[src/hw/rtl/dlq_ram.sv]
// Generic single-clock RAM with one write port and one registered read port.
// Depends on nothing; holds the shared queue buffer.
`default_nettype none

module dlq_ram #(
  parameter int WIDTH = 32,
  parameter int DEPTH = 128
) (
  input  wire logic                     clk,
  input  wire logic                     we,
  input  wire logic [$clog2(DEPTH)-1:0] waddr,
  input  wire logic [WIDTH-1:0]         wdata,
  input  wire logic                     re,
  input  wire logic [$clog2(DEPTH)-1:0] raddr,
  output logic      [WIDTH-1:0]         rdata
);

  logic [WIDTH-1:0] mem [DEPTH];
  logic [WIDTH-1:0] rdata_r;

  always_ff @(posedge clk) begin
    if (we) begin
      mem[waddr] <= wdata;
    end
    if (re) begin
      rdata_r <= mem[raddr];
    end
  end

  assign rdata = rdata_r;

endmodule

`default_nettype wire

[config.mk]
export PLATFORM = sky130hd
export DESIGN_NAME = dlq_ram
export DESIGN_NICKNAME = d
export VERILOG_FILES = /design/src/hw/rtl/dlq_ram.sv
export SDC_FILE = /design/constraint.sdc
export NUM_CORES = 2
export LEC_CHECK = 0
export BUFFER_PORTS_ARGS = -buffer_cell sky130_fd_sc_hd__buf_4
export CORE_MARGIN = 2
export CORE_UTILIZATION = 40
export DETAILED_ROUTE_END_ITERATION = 10
export SLEW_MARGIN = 20
export SYNTH_ARGS = -nofsm -noshare
export SYNTH_HDL_FRONTEND = slang
export SYNTH_SLANG_ARGS = --single-unit
[constraint.sdc]
create_clock -name clk -period 11.85 [get_ports clk]
set_input_delay 1.7775 -clock clk [delete_from_list [all_inputs] [get_ports clk]]
set_output_delay 1.7775 -clock clk [all_outputs]
set_load 0.01 [all_outputs]
# Word-level counts from Yosys, hierarchy flattened
# Memories as Yosys holds them, arrays and structs flattened. A register that Yosys moved wholly into a read port is not among the register bits.
# Cells that the tools add are included.
dict set report word_totals {
  memories 1
  in_bits 49
  word_cells 3
  regBits 0
  ram_bits 4096
  output_inout_bits 32
}
dict set report classes {
  n_mux 2
}
# name depth width rd rd_ports_with_merged_regs wr line_no
set mem_list {}
lappend mem_list {mem 128 32 1 1 1 18} ;# logic [WIDTH-1:0] mem [DEPTH];
# op count
set ops {}
lappend ops {{2-to-1 mux 1 bit} 2}

# Depth between registers and ports, before layout
dict set report depth {
  depth_word 2
  mapped_depth 8
  mapped_depth_nobuf 4
}

# Worst setup path before layout
# No wires, ideal clock.
dict set report synth_path {
  path_kind {input-to-reg}
  startpoint {input port we}
  endpoint {memory mem[98][0], enable pin}
  n_path_buf 1
  cell_stages 3
  setup_time_ns 0.461
  required_ns 11.389
  t_arrival_ns 4.555
  setup_slack_ns 6.834
  cell_sequence {clkbuf_1 > nand4_1 > nor3_1}
}
dict set report synth_via {
  elab_chain_cells 2
}
# element line_no
set synth_rtl {}
lappend synth_rtl {{from (decl)} 10} ;# input wire logic we,
lappend synth_rtl {{2-to-1 mux 1 bit} 22} ;# if (we) begin
lappend synth_rtl {{2-to-1 mux 1 bit (implied by the code)} 23} ;# mem[waddr] <= wdata;
lappend synth_rtl {{to (decl)} 18}
# No other way between the ends.

==> impl_metrics.py <==
metrics = {
    "run_status": {
        "outcome": "completed",
    },
    "clocking": {
        "clk_pin_slew_ns": 0.06,
        "cts_buffers": 410,
        "post-cts-setup-buffers": 0,
        "root_buffer": "clkbuf_16",
        "hold_buffers": 0,
        "cts_resized": 0,
        "cts_tree": "yes",
        "cts.sinks": 4128,
        "htree_num_levels": 5,
        "clk_path_buf_depth": 4,
        "clkLatencyLatePin_ns": 0.92,
    },
    "drt": {
        "num_vias": 70600,
        "avgViaCountPerCell": 5.925,
        "ant_nets": 0,
        "firstDrtPassIters": 6,
        "drc": 0,
        "detail_route.wl_per_cell_um": 35.61,
        "wirelength_um": 424300,
        "drtIter0Drc": 10200,
    },
    "worst_setup_path": {
        "worst_path_most_repeated_cell": "mux4_2",
        "crit_chain": "buf_8, buf_12, buf_12, mux4_2, mux4_2, mux4_2, mux2_2",
        "startpoint_type": "primary input",
        "crit_path_max_fanout": 146,
        "cp_top_family": "multiplexers",
        "endpoint_kind": "flop",
        "arrival_ns": 6.19,
        "crit_slowest_cell": "buf_12",
        "path_class": "in2reg",
        "cp_data_required_time_ns": 12.50,
        "cpPeakStageDelay_ns": 0.76,
        "path_buf_inv": 3,
    },
    "power_and_ir_drop": {
        "irDropWorstVdd_v": 0.0001344,
        "p_leak_nw": 53.72,
        "pwr_density_cell_mw_per_mm2": 169.2,
        "p_total_mw": 30.09,
    },
    "yosys": {
        "synth_top_cell_by_area": "edfxtp_1",
        "synth_flop_cell": "edfxtp_1",
        "synth_edf_count": 4128,
        "syn_avg_cell_area_sq_um": 26.14,
        "postSynthCellCount": 5990,
        "yosys_warnings": 0,
        "synth_top_area_share": 0.7916,
        "ys_types": 16,
        "yosysSeqAreaShare": 0.7916,
        "async_flop_share": 0,
        "yosysMostFrequentCell": "edfxtp_1",
        "yosys_register_bits": 4128,
        "syn-num-nets": 6039,
        "netlist_area_sq_mm": 0.1566,
        "yosys-top-cells-count": "4128 x edfxtp_1, 1344 x mux4_2, 182 x clkbuf_1, 122 x nor2_1, 79 x buf_2",
        "yosys-top-cells-area": "edfxtp_1 79%, mux4_2 19%, clkbuf_1 0.44%",
    },
    "placement": {
        "routabilityCongestion": 0.7851,
        "place_hpwl_um": 224800,
        "portBuffers": 80,
        "dp_cells": 11150,
        "placed_area_sq_mm": 0.1651,
    },
    "timing": {
        "hold_viol": 0,
        "fin_tns_setup_ns": 0,
        "relSlewSlack": 0.2209,
        "post-route-min-period_ns": 5.540,
        "finClkSkew_ns": 0.04034,
        "slew_viol_final": 0,
        "fmax_ghz": 0.1805,
        "grt_setup_unrepaired": "false",
        "setup_viol": 0,
        "tightest_slew_ns": 1.169,
        "finalCritPeriodShare": 0.4675,
    },
    "global_route": {
        "grt_pass1_vias": 71240,
        "gr-usage-all-layers": 0.2123,
        "antenna_found_initial": 53,
        "grt_max_degree": 150,
        "gr-total-overflow": 0,
        "grt_pass1_wl_um": 583000,
    },
    "cells_and_area": {
        "multiInputGateArea_sq_mm": 0.03230,
        "final_cell_area_sq_mm": 0.1778,
        "drive_above_1_share": 0.3521,
        "final_core_util": 0.4567,
        "area_growth_pct": 13.56,
        "nets": 6414,
        "seqCellArea_sq_mm": 0.1240,
        "fin_cells": 11910,
        "fill_cells": 31420,
    },
    "die": {
        "die_h_um": 629.7,
        "start_util": 0.4022,
        "core-area_sq_mm": 0.3894,
        "die_w_um": 629.7,
        "die_area_sq_mm": 0.3965,
        "rows": 229,
        "io_pins": 81,
    },
    "flow_run": {
        "max_cap_violations": 0,
    },
    "hold_path": {
        "min_path_type": "reg2reg",
    },
}
[path summary, 6_finish.rpt]
check	start	end	slack, ns	depth (start not counted)
worst max-delay path	raddr[2]	rdata[26]	6.31	7
worst max register to register	mem[86][31]	rdata[31]	9.08	4
worst min-delay path	mem[106][17]	rdata[17]	1.23	4
worst min register to register	mem[106][17]	rdata[17]	1.23	4
[tightest hold or removal path, stage by stage, from the launching register on]
cell and delay, ns:
edfxtp_1 0.32, mux4_2 0.22, mux4_2 0.23, mux4_2 0.22
mux2_2 0.14
[layout by cell type, fill, tap and decap left out, drive strengths merged]
| cell type | Yosys | routed |
|---|---|---|
| edfxtp | 4128 | 4128 |
| mux4 | 1344 | 1344 |
| clkbuf | 182 | 494 |
| buf | 134 | 279 |
| clkinv | 0 | 203 |
| nor2 | 122 | 122 |
| mux2 | 32 | 32 |
| diode | 0 | 25 |
| bufinv | 0 | 23 |
| nand2 | 14 | 14 |
| nand3 | 12 | 12 |
| inv | 0 | 10 |
| nor3 | 9 | 9 |
| clkinvlp | 0 | 9 |
| nor2b | 7 | 7 |
| nand4 | 3 | 3 |
| nand2b | 2 | 2 |
| or3 | 1 | 1 |
[final cells by class]
class / count / area share
sequential: 4128 / 0.6971
tap: 5197 / 0.03657
clock buffer: 494 / 0.06030
antenna: 25 / 0.0003518
multi-input combinational: 1546 / 0.1816
timing repair buffer: 279 / 0.01353
clock inverter: 245 / 0.01056
[metal layers]
metal  GRT usage  share of wire  up-vias
met4     0.07322          0.039       22
li1            -              -    27240
met5           0        0.00032        -
met3     0.03911          0.087      641
met1      0.2843           0.38    39240
met2      0.3510           0.50     3455
[stage by stage]
stage	hold WS, ns	setup WS [ns]
after floorplan	1.149	6.834
after global placement	1.180	5.434
after detailed placement	1.211	5.441
after CTS	1.231	6.407
after global routing	1.263	6.232
final	1.232	6.310
[kinds of logic after synthesis]
family | share of synthesized area
buffers and inverters | 0.008373
DFF | 0.7916
muxes | 0.1956
and+or+nand+nor | 0.004450
[report_power, final]
part	internal, mW	switching, mW	total [mW]
clock network	6.93	5.42	12.4
registers	16.1	0.0524	16.2
logic	0.580	0.959	1.54
total	23.7	6.43	30.1
[sequential cells by signal (all words and copies together) (netlist names)]
signal	count
mem	4096
rdata	32
No activity file was read; power rests on OpenSTA's default activity.
